**config.mk**
```make
export PLATFORM = sky130hd
export DESIGN_NAME = stepper_move_sequencer_top
export DESIGN_NICKNAME = d
export VERILOG_FILES = /design/src/design/sms_pkg.sv /design/src/design/sms_core.sv /design/src/design/stepper_move_sequencer_top.sv
export SDC_FILE = /design/constraint.sdc
export NUM_CORES = 1
export LEC_CHECK = 0
export ABC_AREA = 1
export BUFFER_PORTS_ARGS = -buffer_cell sky130_fd_sc_hd__buf_2
export CORE_AREA = 5 5 77 79
export CTS_CLUSTER_DIAMETER = 30
export DETAILED_ROUTE_END_ITERATION = 10
export DIE_AREA = 0 0 82 84
export GPL_TIMING_DRIVEN = 0
export HOLD_SLACK_MARGIN = 0.15
export PLACE_DENSITY_LB_ADDON = 0.05
export SLEW_MARGIN = 20
export SYNTH_ARGS = -nofsm -noshare
export SYNTH_HDL_FRONTEND = slang
export SYNTH_SLANG_ARGS = --single-unit
```
**constraint.sdc**
```tcl
create_clock -name i_clk -period 2 [get_ports i_clk]
set_input_delay 0.2 -clock i_clk [delete_from_list [all_inputs] [get_ports i_clk]]
set_output_delay 0.2 -clock i_clk [all_outputs]
set_load 0.01 [all_outputs]
```
**src/design/sms_pkg.sv**
```systemverilog
// Package for the stepper move sequencer: codes, defaults, state and result types.
// No dependencies; used by sms_core and stepper_move_sequencer_top.
package sms_pkg;

    localparam int STARTUP_PULSES_DEF = 25;
    localparam int TAIL_PULSES_DEF    = 10;
    localparam int SPEED_LEVELS_DEF   = 10;

    localparam logic       ACT_TICK  = 1'b0;
    localparam logic       ACT_START = 1'b1;

    localparam logic [1:0] MODE_NONE  = 2'd0;
    localparam logic [1:0] MODE_WEIGH = 2'd1;
    localparam logic [1:0] MODE_STORE = 2'd2;
    localparam logic [1:0] MODE_BOTH  = 2'd3;

    localparam logic       CFG_SPEED_LEVEL = 1'b0;
    localparam logic       CFG_SENSORS_EN  = 1'b1;

    typedef struct packed {
        logic [7:0] remaining;
        logic [5:0] slow_left;
        logic       hold_power;
        logic       closure_seen;
        logic [1:0] mode;
        logic       running;
        logic [1:0] enables;      // bit0 weigh, bit1 store
        logic [1:0] status;       // bit0 store, bit1 weigh
    } t_state;

    typedef struct packed {
        logic [3:0] speed_level;
        logic       sensors_en;
    } t_cfg;

    typedef struct packed {
        logic       action;
        logic [1:0] motor_mode;
        logic [7:0] pulse_count;
        logic       keep_powered;
        logic       weigh_closed;
        logic       store_closed;
    } t_item;

    typedef struct packed {
        logic       rejected;
        logic [3:0] speed;
        logic       step;
    } t_res;

endpackage

```
**src/design/sms_core.sv**
```systemverilog
// Next-state and result logic of the stepper move sequencer for one beat.
// Uses sms_pkg types; purely combinational, registered by the top level.
module sms_core #(
    parameter int STARTUP_PULSES = sms_pkg::STARTUP_PULSES_DEF,
    parameter int TAIL_PULSES    = sms_pkg::TAIL_PULSES_DEF,
    parameter int SPEED_LEVELS   = sms_pkg::SPEED_LEVELS_DEF
) (
    input  sms_pkg::t_state i_state,
    input  sms_pkg::t_cfg   i_cfg,
    input  sms_pkg::t_item  i_item,
    output sms_pkg::t_state o_state,
    output sms_pkg::t_res   o_res
);

    localparam logic [5:0] StartCnt  = 6'(STARTUP_PULSES);
    localparam logic [7:0] TailCnt   = 8'(TAIL_PULSES);
    localparam logic [4:0] SpeedLim  = 5'(SPEED_LEVELS);

    logic [7:0] rem_dec;
    logic       cut_hit;

    assign rem_dec = i_state.remaining - 8'd1;
    assign cut_hit = ((i_state.mode == sms_pkg::MODE_WEIGH) && i_item.weigh_closed) ||
                     ((i_state.mode == sms_pkg::MODE_STORE) && i_item.store_closed);

    always_comb begin
        o_state = i_state;
        o_res   = '0;
        if (i_item.action == sms_pkg::ACT_START) begin
            if ({1'b0, i_cfg.speed_level} >= SpeedLim) begin
                o_res.rejected = 1'b1;
            end else begin
                o_state.remaining    = i_item.pulse_count;
                o_state.slow_left    = StartCnt;
                o_state.hold_power   = i_item.keep_powered;
                o_state.closure_seen = 1'b0;
                o_state.mode         = i_item.motor_mode;
                o_state.enables      = i_item.motor_mode;
                o_state.running      = 1'b1;
                o_res.speed          = i_cfg.speed_level;
            end
        end else if (i_state.running) begin
            if (i_state.remaining != 8'd0) begin
                o_state.remaining = rem_dec;
                if (i_state.slow_left != 6'd0) begin
                    o_state.slow_left = i_state.slow_left - 6'd1;
                end else begin
                    o_res.speed = i_cfg.speed_level;
                end
                o_res.step = 1'b1;
                if (i_cfg.sensors_en && !i_state.hold_power) begin
                    // closure of the driven motor trims the move to its tail
                    if (cut_hit && (rem_dec > TailCnt)) begin
                        o_state.remaining = TailCnt;
                    end
                    if (i_item.weigh_closed || i_item.store_closed) begin
                        o_state.closure_seen = 1'b1;
                    end
                end
            end else begin
                // finishing tick
                if (i_cfg.sensors_en) begin
                    if (i_state.mode == sms_pkg::MODE_STORE) begin
                        o_state.status[0] = !i_state.closure_seen;
                    end
                    if (i_state.mode == sms_pkg::MODE_WEIGH) begin
                        o_state.status[1] = !i_state.closure_seen;
                    end
                end
                if (!i_state.hold_power) begin
                    o_state.enables = 2'b00;
                end
                o_state.running = 1'b0;
            end
        end
    end

endmodule

```
**src/design/stepper_move_sequencer_top.sv**
```systemverilog
// Top level of the stepper move sequencer: stream ports, config registers, state.
// Depends on sms_pkg and sms_core.

// Each input beat is a timer tick or a start command and yields exactly one result
// beat. A beat is taken every cycle while the output register is empty or being
// drained; its result is in the output register in the cycle after acceptance.
// Sequencer state updates at the accept edge; a configuration write takes effect
// for beats accepted after its edge. The rate is one beat per clock while the
// output is not stalled, set by the single output register stage.
module stepper_move_sequencer_top #(
    parameter int STARTUP_PULSES = sms_pkg::STARTUP_PULSES_DEF,
    parameter int TAIL_PULSES    = sms_pkg::TAIL_PULSES_DEF,
    parameter int SPEED_LEVELS   = sms_pkg::SPEED_LEVELS_DEF
) (
    input  logic        i_clk,
    input  logic        i_rst_n,
    input  logic        i_cfg_we,
    input  logic        i_cfg_index,
    input  logic [3:0]  i_cfg_wdata,
    input  logic        s_axis_tvalid,
    output logic        s_axis_tready,
    // [1:0] motor_mode, [9:2] pulse_count, [10] keep_powered,
    // [11] weigh_closed, [12] store_closed, [15:13] zero
    input  logic [15:0] s_axis_tdata,
    // [0] action
    input  logic        s_axis_tuser,
    output logic        m_axis_tvalid,
    input  logic        m_axis_tready,
    // [0] step_pulse, [4:1] speed_select, [5] weigh_enable, [6] store_enable,
    // [7] busy_res, [15:8] pulses_left, [17:16] missed_closure,
    // [18] start_rejected, [23:19] zero
    output logic [23:0] m_axis_tdata
);

    sms_pkg::t_state r_state, n_state;
    sms_pkg::t_cfg   r_cfg;
    sms_pkg::t_item  in_item;
    sms_pkg::t_res   n_res;
    logic            r_out_valid;
    logic [23:0]     r_out_data;
    logic            in_fire;

    assign s_axis_tready = !r_out_valid || m_axis_tready;
    assign in_fire       = s_axis_tvalid && s_axis_tready;

    assign in_item.action       = s_axis_tuser;
    assign in_item.motor_mode   = s_axis_tdata[1:0];
    assign in_item.pulse_count  = s_axis_tdata[9:2];
    assign in_item.keep_powered = s_axis_tdata[10];
    assign in_item.weigh_closed = s_axis_tdata[11];
    assign in_item.store_closed = s_axis_tdata[12];

    sms_core #(
        .STARTUP_PULSES (STARTUP_PULSES),
        .TAIL_PULSES    (TAIL_PULSES),
        .SPEED_LEVELS   (SPEED_LEVELS)
    ) u_core (
        .i_state (r_state),
        .i_cfg   (r_cfg),
        .i_item  (in_item),
        .o_state (n_state),
        .o_res   (n_res)
    );

    always_ff @(posedge i_clk) begin
        if (!i_rst_n) begin
            r_cfg.speed_level <= 4'd0;
            r_cfg.sensors_en  <= 1'b1;
        end else if (i_cfg_we) begin
            case (i_cfg_index)
                sms_pkg::CFG_SPEED_LEVEL: r_cfg.speed_level <= i_cfg_wdata;
                sms_pkg::CFG_SENSORS_EN:  r_cfg.sensors_en  <= i_cfg_wdata[0];
                default: ;
            endcase
        end
    end

    always_ff @(posedge i_clk) begin
        if (!i_rst_n) begin
            r_state     <= '0;
            r_out_valid <= 1'b0;
        end else begin
            if (in_fire) begin
                r_state <= n_state;
            end
            if (in_fire) begin
                r_out_valid <= 1'b1;
            end else if (m_axis_tready) begin
                r_out_valid <= 1'b0;
            end
        end
    end

    always_ff @(posedge i_clk) begin
        if (in_fire) begin
            r_out_data <= {5'd0, n_res.rejected, n_state.status, n_state.remaining,
                           n_state.running, n_state.enables[1], n_state.enables[0],
                           n_res.speed, n_res.step};
        end
    end

    assign m_axis_tvalid = r_out_valid;
    assign m_axis_tdata  = r_out_data;

    // an idle sequencer never holds leftover pulses
    a_idle_no_pulses: assert property (@(posedge i_clk) disable iff (!i_rst_n)
        !r_state.running |-> (r_state.remaining == 8'd0))
        else $error("idle with pulses left");

    a_slow_bound: assert property (@(posedge i_clk) disable iff (!i_rst_n)
        r_state.slow_left <= 6'(STARTUP_PULSES))
        else $error("slow-start count out of range");

    // a step beat always leaves the sequencer busy
    a_step_busy: assert property (@(posedge i_clk) disable iff (!i_rst_n)
        (r_out_valid && r_out_data[0]) |-> r_out_data[7])
        else $error("step issued while not busy");

    a_start_load: assert property (@(posedge i_clk) disable iff (!i_rst_n)
        (in_fire && (s_axis_tuser == sms_pkg::ACT_START) &&
         ({1'b0, r_cfg.speed_level} < 5'(SPEED_LEVELS)))
        |=> (r_state.running && (r_state.remaining == $past(s_axis_tdata[9:2]))))
        else $error("start did not load the move");

endmodule
```
==> impl_results.md, run 1 <==
* Min-delay worst type: in2reg
* Critical Path AT at 1.89 ns
* PD cells at 773.2 nW/um2
* Share of layout cells above drive strength 1 at 0.2438
* Final Util at 0.5598
* Crit path required time at between 2 and 2.5 ns
* Sum Neg Setup Slack at 0 ns
* Largest net degree at the start of global routing at 29
* CTS buffer count at 5
* Crit-path cells: inv_2, ha_4, or2_2, nand2_1, a21oi_2, nand2_2, nand2_4, nand2_2, nand2_1, nand3_2, nand2_1
* Area growth syn-to-layout at 18.43%
* Max cap viols at 0
* CTS tree: built
* RSZ-0062 raised after global routing: false
* CTS root buffer: clkbuf_8
* N_diodes at 0
* First-pass GRT wire length at 9.142 mm
* Worst rel slew slack at 0.6393
* Sequential share of power at 0.504
* Switch share at 0.3168
* Core footprint at 5270 um2
* Filler Cell Count at 510
* CP peak stage delay at 0.35 ns
* Critical Path Start Type: flip-flop
* Slew Viols, Final at 0
* Crit-path slowest cell: dfxtp_2
* Outcome: complete, no violations
* Die Y at 84 um
* Buffers on Ports at 44
* GRT Total Usage at 0.1692
* Final std cells w/o fill at 437
* Clk sinks at 48
* Die area at between 6000 and 7000 um2
* Peak VDD IR at a little under 0.4 mV
* Total grt overflow at 0
* Clock power frac at 0.255
* Final setup vio count at 0
* Yosys warnings at 0
* Max FO, Critical Path at 7
* Placed Cells at 426
* Minimum clock period after layout at about 1.8 ns
* H-tree Lvls at 2
* DIE WIDTH at around 82 um
* DR WL/cell at 12.41 um
* Post-Synthesis Cells at roughly 310
* Antenna Nets Post-Route at 0
* Routability cong. at between 0.9 and 1
* Setup Skew at 0.01127 ns
* CP Capture Type: flip-flop
* Cell with the most instances on the worst path: nand2_1
* LEAKAGE at 1.426 nW
* Post-synthesis area per instance at 8.141 um2
* Share of the yosys chip area belonging to registers at 0.4621
* Drt initial violations at 119
* Power share of the combinational group at 0.240
* Vias/cell at 4.785
* Drt pass-1 iters at 4
* # rows at 27
* Critical path class: reg2reg
* Sw power at 0.7226 mW
* Nets at 394
* Worst slew pin tran at 0.5410 ns
* Seq cells post-synth at 48
* Number of global-route vias before repair at just under 2000
* Clk_lat worst skew at 0.31 ns
* DRC at 0
* Starting Density at 0.4727
* Post-route clock period utilization at 0.9150
* Hold Fails Final Rpt at 0
* Final wirelength at 5.423 mm
* Via count at 2091
* I/O pin count at 53
* Power Internal at 1.559 mW
* Clk buf depth at 2
* Fmax at 546.5 MHz
* Post-synthesis cell type count at 36
* Initial antenna violation count at 0
* Post-synthesis instance area at 2491 um2
* Clock-pin slew on the worst setup and hold paths at ~0.090 ns
* DP Wirelength at approximately 4 mm
==> placed cells by master, fill, tap and decap left out, drive strengths merged, types with 3 or more instances in the layout <==
master       Yosys  final
clkbuf           4     10
nand3           20     20
buf              6     49
conb             1      5
nor2            30     30
edfxtp          19     19
inv             55     56
dlygate4sd3      0      3
nand2           59     59
a21oi           32     32
ha               3      3
a22oi            8      8
dfxtp           29     29
o21ai           26     26
==> layer usage <==
layer | vias to the layer above | GRT usage | part of all wire
li1 | 1104 | - | -
met1 | 945 | 0.2333 | 0.48
met2 | 36 | 0.2586 | 0.45
met3 | 6 | 0.04536 | 0.052
met4 | 0 | 0.04532 | 0.010
met5 | - | 0 | 0
==> critical path: cells and delay by family, from the launching register on <==
kind | cells | cell delay [ns]
AND/OR/NAND/NOR | 8 | 0.81
adder cells (fa/ha/maj) | 1 | 0.23
flip-flops | 1 | 0.35
AO/OA/AOI/OAI | 1 | 0.06
buffers and inverters | 1 | 0.15
==> cell usage after synthesis <==
cell	number	area (um2)
nor3_4	1	16.27
dfxtp_1	29	580.6
conb_1	1	3.750
inv_2	3	11.26
o21bai_1	1	7.510
buf_2	1	5.000
nand2_4	3	33.78
a221oi_1	1	8.760
nor2_4	3	33.78
buf_4	5	37.54
or2_2	1	6.260
nand2_1	52	195.2
nor3_1	1	5.000
nor2_2	3	18.77
inv_1	52	195.2
nand3_1	14	70.07
o21ai_2	2	17.52
nor2_1	23	86.33
o21ai_1	7	35.03
xor2_1	2	17.52
a22oi_1	8	60.06
a21oi_1	31	155.2
a311o_1	1	10.01
nand4_1	1	6.260
nor2_8	1	20.02
a21oi_2	1	8.760
nand2_2	4	25.02
xnor2_1	2	17.52
ha_1	3	37.54
clkbuf_1	4	15.01
nand4_4	1	21.27
edfxtp_1	19	570.6
nand3_2	6	60.06
or2_1	1	6.260
o21ai_0	17	85.08
o31ai_1	1	7.510
==> layout make-up <==
type,instances,area (um2),share of cell area
Sequential cell,48,1154,0.3910
Multi-Input combinational cell,197,1104,0.3740
Timing Repair Buffer,47,250.2,0.08482
Inverter,55,206.4,0.06997
Tap cell,72,90.09,0.03053
Clock buffer,5,68.82,0.02332
Buffer,10,60.06,0.02036
Clock inverter,3,17.52,0.005937
==> power groups by stage <==
stage	Clock [mW]	Combinational, mW	Sequential [mW]
after floorplan	0	0.380	1.19
after global placement	0	0.534	1.17
after detailed placement	0	0.536	1.17
after CTS	0.598	0.545	1.15
after global routing	0.654	0.623	1.16
final	0.582	0.549	1.15
==> flip-flops by register name, indices dropped and copies added (netlist names) <==
signal / count
m_axis_tdata: 19
m_axis_tvalid: 1
r_cfg: 5
r_state: 23
==> through the flow <==
| stage | hold WS [ns] | power (mW) | setup WS (ns) | instance area [um2] |
|---|---|---|---|---|
| after floorplan | 0.3384 | 1.565 | 0.2008 | 2506 |
| after global placement | 0.4521 | 1.704 | 0.04483 | 2816 |
| after detailed placement | 0.4576 | 1.709 | 0.04155 | 2816 |
| after CTS | 0.1665 | 2.293 | 0.02309 | 2933 |
| after global routing | 0.1624 | 2.435 | 0.04264 | 2950 |
| final | 0.1646 | 2.281 | 0.1701 | 2950 |
==> cell families (layout without fill, tap and decap cells) <==
| group | count (synthesis) | count (layout) | synth area share |
|---|---|---|---|
| AOI/OAI and AO/OA | 70 | 70 | 0.1587 |
| xor gates and xnor gates | 4 | 4 | 0.01407 |
| adders and majority gates | 3 | 3 | 0.01507 |
| buffers and inverters | 65 | 120 | 0.1060 |
| DFF | 48 | 48 | 0.4621 |
| other | 1 | 5 | 0.001505 |
| and+or+nand+nor | 115 | 115 | 0.2426 |
==> path summary, 6_finish.rpt <==
| check | from | endpoint | slack, ns | depth (start not counted) |
|---|---|---|---|---|
| setup / recovery | r_state[15] | m_axis_tdata[8] | 0.17 | 11 |
| hold reg to reg | r_cfg[1] | r_cfg[1] | 0.46 | 2 |
| setup reg to reg | r_state[15] | m_axis_tdata[8] | 0.17 | 11 |
| hold / removal | i_cfg_we | r_cfg[0] | 0.16 | 2 |
==> repair_timing <==
| item | 4_1_cts | 5_1_grt |
|---|---|---|
| gates resized for setup | 0 | 5 |
| hold buffers | 3 | 0 |
| endpoints found under the hold margin | 3 | 0 |
| endpoints found under the setup margin | 0 | 20 |
| setup buffers | 0 | 0 |
Note: power is estimated with default switching activity, not from simulation.
==> run 2: changes to the inputs <==
--- a/config.mk
+++ b/config.mk
@@ -13,6 +13,7 @@
 export DIE_AREA = 0 0 82 84
 export GPL_TIMING_DRIVEN = 0
 export HOLD_SLACK_MARGIN = 0.15
+export MAX_ROUTING_LAYER = met4
 export PLACE_DENSITY_LB_ADDON = 0.05
 export SLEW_MARGIN = 20
 export SYNTH_ARGS = -nofsm -noshare
==> run 2 against run 1 <==
Against the previous run:
- combinational power hardly changed
- clock power barely moved
- sequential cell count unchanged
- critical endpoint unchanged
==> impl_results.md, run 2 (synthesis gave the netlist of run 1 again) <==
* Clk buf depth at 2 (unchanged)
* Number of global-route vias before repair at 1941 (+0.052%)
* CTS buffer count at 5 (unchanged)
* Die area at 6888 um2 (unchanged)
* Post-route clock period utilization at 0.9134 (-0.001571)
* Reg-to-reg critical path startpoint: r_state[15]
* Largest register FFs at 23 (unchanged)
* CTS tree: built
* Min-delay worst type: in2reg
* First-pass GRT wire length at 9.135 mm (about the same)
* Total power draw at 2.282 mW (about the same)
* Buffers on Ports at 44 (unchanged)
* Filler Cell Count at 510 (unchanged)
* Clk sinks at 48 (unchanged)
* GRT busiest layer: met2
* Clock power frac at 0.256 (about the same)
* Minimum clock period after layout at 1.827 ns (-0.003142 ns)
* Hold EP: r_cfg[0]
* LEAKAGE at 1.426 nW (unchanged)
* Placed Cells at 426 (unchanged)
* Setup slack at placement at 0.04155 ns (unchanged)
* Worst rel slew slack at 0.6386 (-0.0006990)
* Share of layout cells above drive strength 1 at 0.2438 (unchanged)
* Initial antenna violation count at 0 (unchanged)
* Clock-pin slew on the worst setup and hold paths at 0.09 ns (about the same)
* Worst Hold Slack at 0.1642 ns (-0.0004120 ns)
* Final setup vio count at 0 (unchanged)
* Routability cong. at 0.9159 (+1.7%)
* Vias/cell at 4.801 (+0.33%)
* Critical Path AT at 1.89 ns (about the same)
* H-tree Lvls at 2 (unchanged)
* N_diodes at 0 (unchanged)
* Met2 layer usage reported by global route at 0.2586 (unchanged)
* Via count at 2098 (+0.33%)
* Clk_lat worst skew at 0.31 ns (about the same)
* Antenna Nets Post-Route at 0 (unchanged)
* Sw power at 0.7233 mW (about the same)
* R2R setup slack at 0.17 ns (about the same)
* I/O pin count at 53 (unchanged)
* DIE WIDTH at 82 um (unchanged)
* Switch share at 0.3170 (about the same)
* DRC at 0 (unchanged)
* Hold Crit Depth at 2 (unchanged)
* Drt initial violations at 128 (+7.6%)
* CP Capture Type: flip-flop
* DP Wirelength at 3.986 mm (unchanged)
* PD cells at 773.4 nW/um2 (about the same)
* Nets at 394 (unchanged)
* Most flop-heavy register: r_state
* Power Internal at 1.559 mW (about the same)
* Fmax at 547.4 MHz (+0.17%)
* Peak VDD IR at 0.3965 mV (about the same)
* Sum Neg Setup Slack at 0 ns (unchanged)
* Final wirelength at 5.429 mm (+0.11%)
* Starting Density at 0.4727 (unchanged)
* Slew Viols, Final at 0 (unchanged)
* Die Y at 84 um (unchanged)
* Area of the multi-input gates at 1104 um2 (unchanged)
* Reg2Reg Depth at 11 (unchanged)
* Hold path start: i_cfg_we
* Crit path required time at 2.06 ns (about the same)
* Area growth syn-to-layout at 18.43% (unchanged)
* Sequential share of power at 0.504 (about the same)
* Setup Skew at 0.01140 ns (+0.0001272 ns)
* GRT Total Usage at 0.1737 (+0.004580)
* Hold Fails Final Rpt at 0 (unchanged)
* Met1 Usage GRT at 0.2387 (+0.005394)
* RSZ-0062 raised after global routing: false
* Power share of the combinational group at 0.240 (about the same)
* Worst slew pin tran at 0.5421 ns (+0.001049 ns)
* Max cap viols at 0 (unchanged)
* Final std cells w/o fill at 437 (unchanged)
* Largest net degree at the start of global routing at 29 (unchanged)
* Most frequent cells in the layout: nand2_1, inv_1, buf_2, a21oi_1, dfxtp_1
* Outcome: complete, no violations
* Core footprint at 5270 um2 (unchanged)
* Max FO, Critical Path at 7 (unchanged)
* Reg2Reg Capture Point: m_axis_tdata[8]
* # rows at 27 (unchanged)
* Critical Path Start Type: flip-flop
* Seq. cell area at 1154 um2 (unchanged)
* GRT met3 Usage at 0.03672 (-0.008639)
* Critical path class: reg2reg
* DR WL/cell at 12.42 um (+0.11%)
* Total grt overflow at 0 (unchanged)
* CTS root buffer: clkbuf_8
* Final WS setup at 0.1732 ns (+0.003142 ns)
* Drt pass-1 iters at 4 (unchanged)
run 2: power by group through the flow:
stage	Combinational [mW]	Clock (mW)	Sequential [mW]
after floorplan	0.380	0	1.19
after global placement	0.534	0	1.17
after detailed placement	0.536	0	1.17
after CTS	0.545	0.598	1.15
after global routing	0.622	0.654	1.16
final	0.549	0.583	1.15
run 2: how the worst max path moves through the flow:
stage,startpoint,to,cells after the start
2_1_floorplan,r_state[16],m_axis_tdata[8],11
3_3_place_gp,r_state[15],m_axis_tdata[11],10
3_5_place_dp,r_state[15],m_axis_tdata[8],11
4_1_cts,r_state[15],m_axis_tdata[11],10
5_1_grt,r_state[16],m_axis_tdata[11],10
6_report,r_state[15],m_axis_tdata[8],11
run 2: layer usage:
layer | up-vias | routed length [um]
met5 | - | 0
met3 | 7 | 222
met1 | 949 | 2672
li1 | 1105 | -
met4 | 0 | 61
met2 | 37 | 2473
run 2: cell type report:
cell class	instances	share of cell area
multi-input combinational	197	0.3740
tap	72	0.03053
timing repair buffer	47	0.08482
sequential	48	0.3910
inverter	55	0.06997
clock buffer	5	0.02332
buffer	10	0.02036
clock inverter	3	0.005937
run 2: repair_timing:
item | in CTS | in global routing
setup endpoints to repair | 0 | 20
setup buffers | 0 | 0
gates resized for setup | 0 | 5
hold buffers | 3 | 0
endpoints found under the hold margin | 3 | 0
run 2: metrics by stage:
stage | area, um2 | util
after floorplan | 2506 | -
after global placement | 2816 | 0.5344
final | 2950 | 0.5598
after CTS | 2933 | 0.5565
after global routing | 2950 | 0.5598
after detailed placement | 2816 | 0.5344
run 2: critical path, cell delays in order (launching register included):
cell     delay, ns
dfxtp_2       0.35
inv_2         0.15
ha_4          0.23
or2_2         0.27
nand2_1       0.09
a21oi_2       0.06
nand2_2       0.08
nand2_4       0.08
nand2_2       0.09
nand2_1       0.07
nand3_2       0.08
nand2_1       0.05
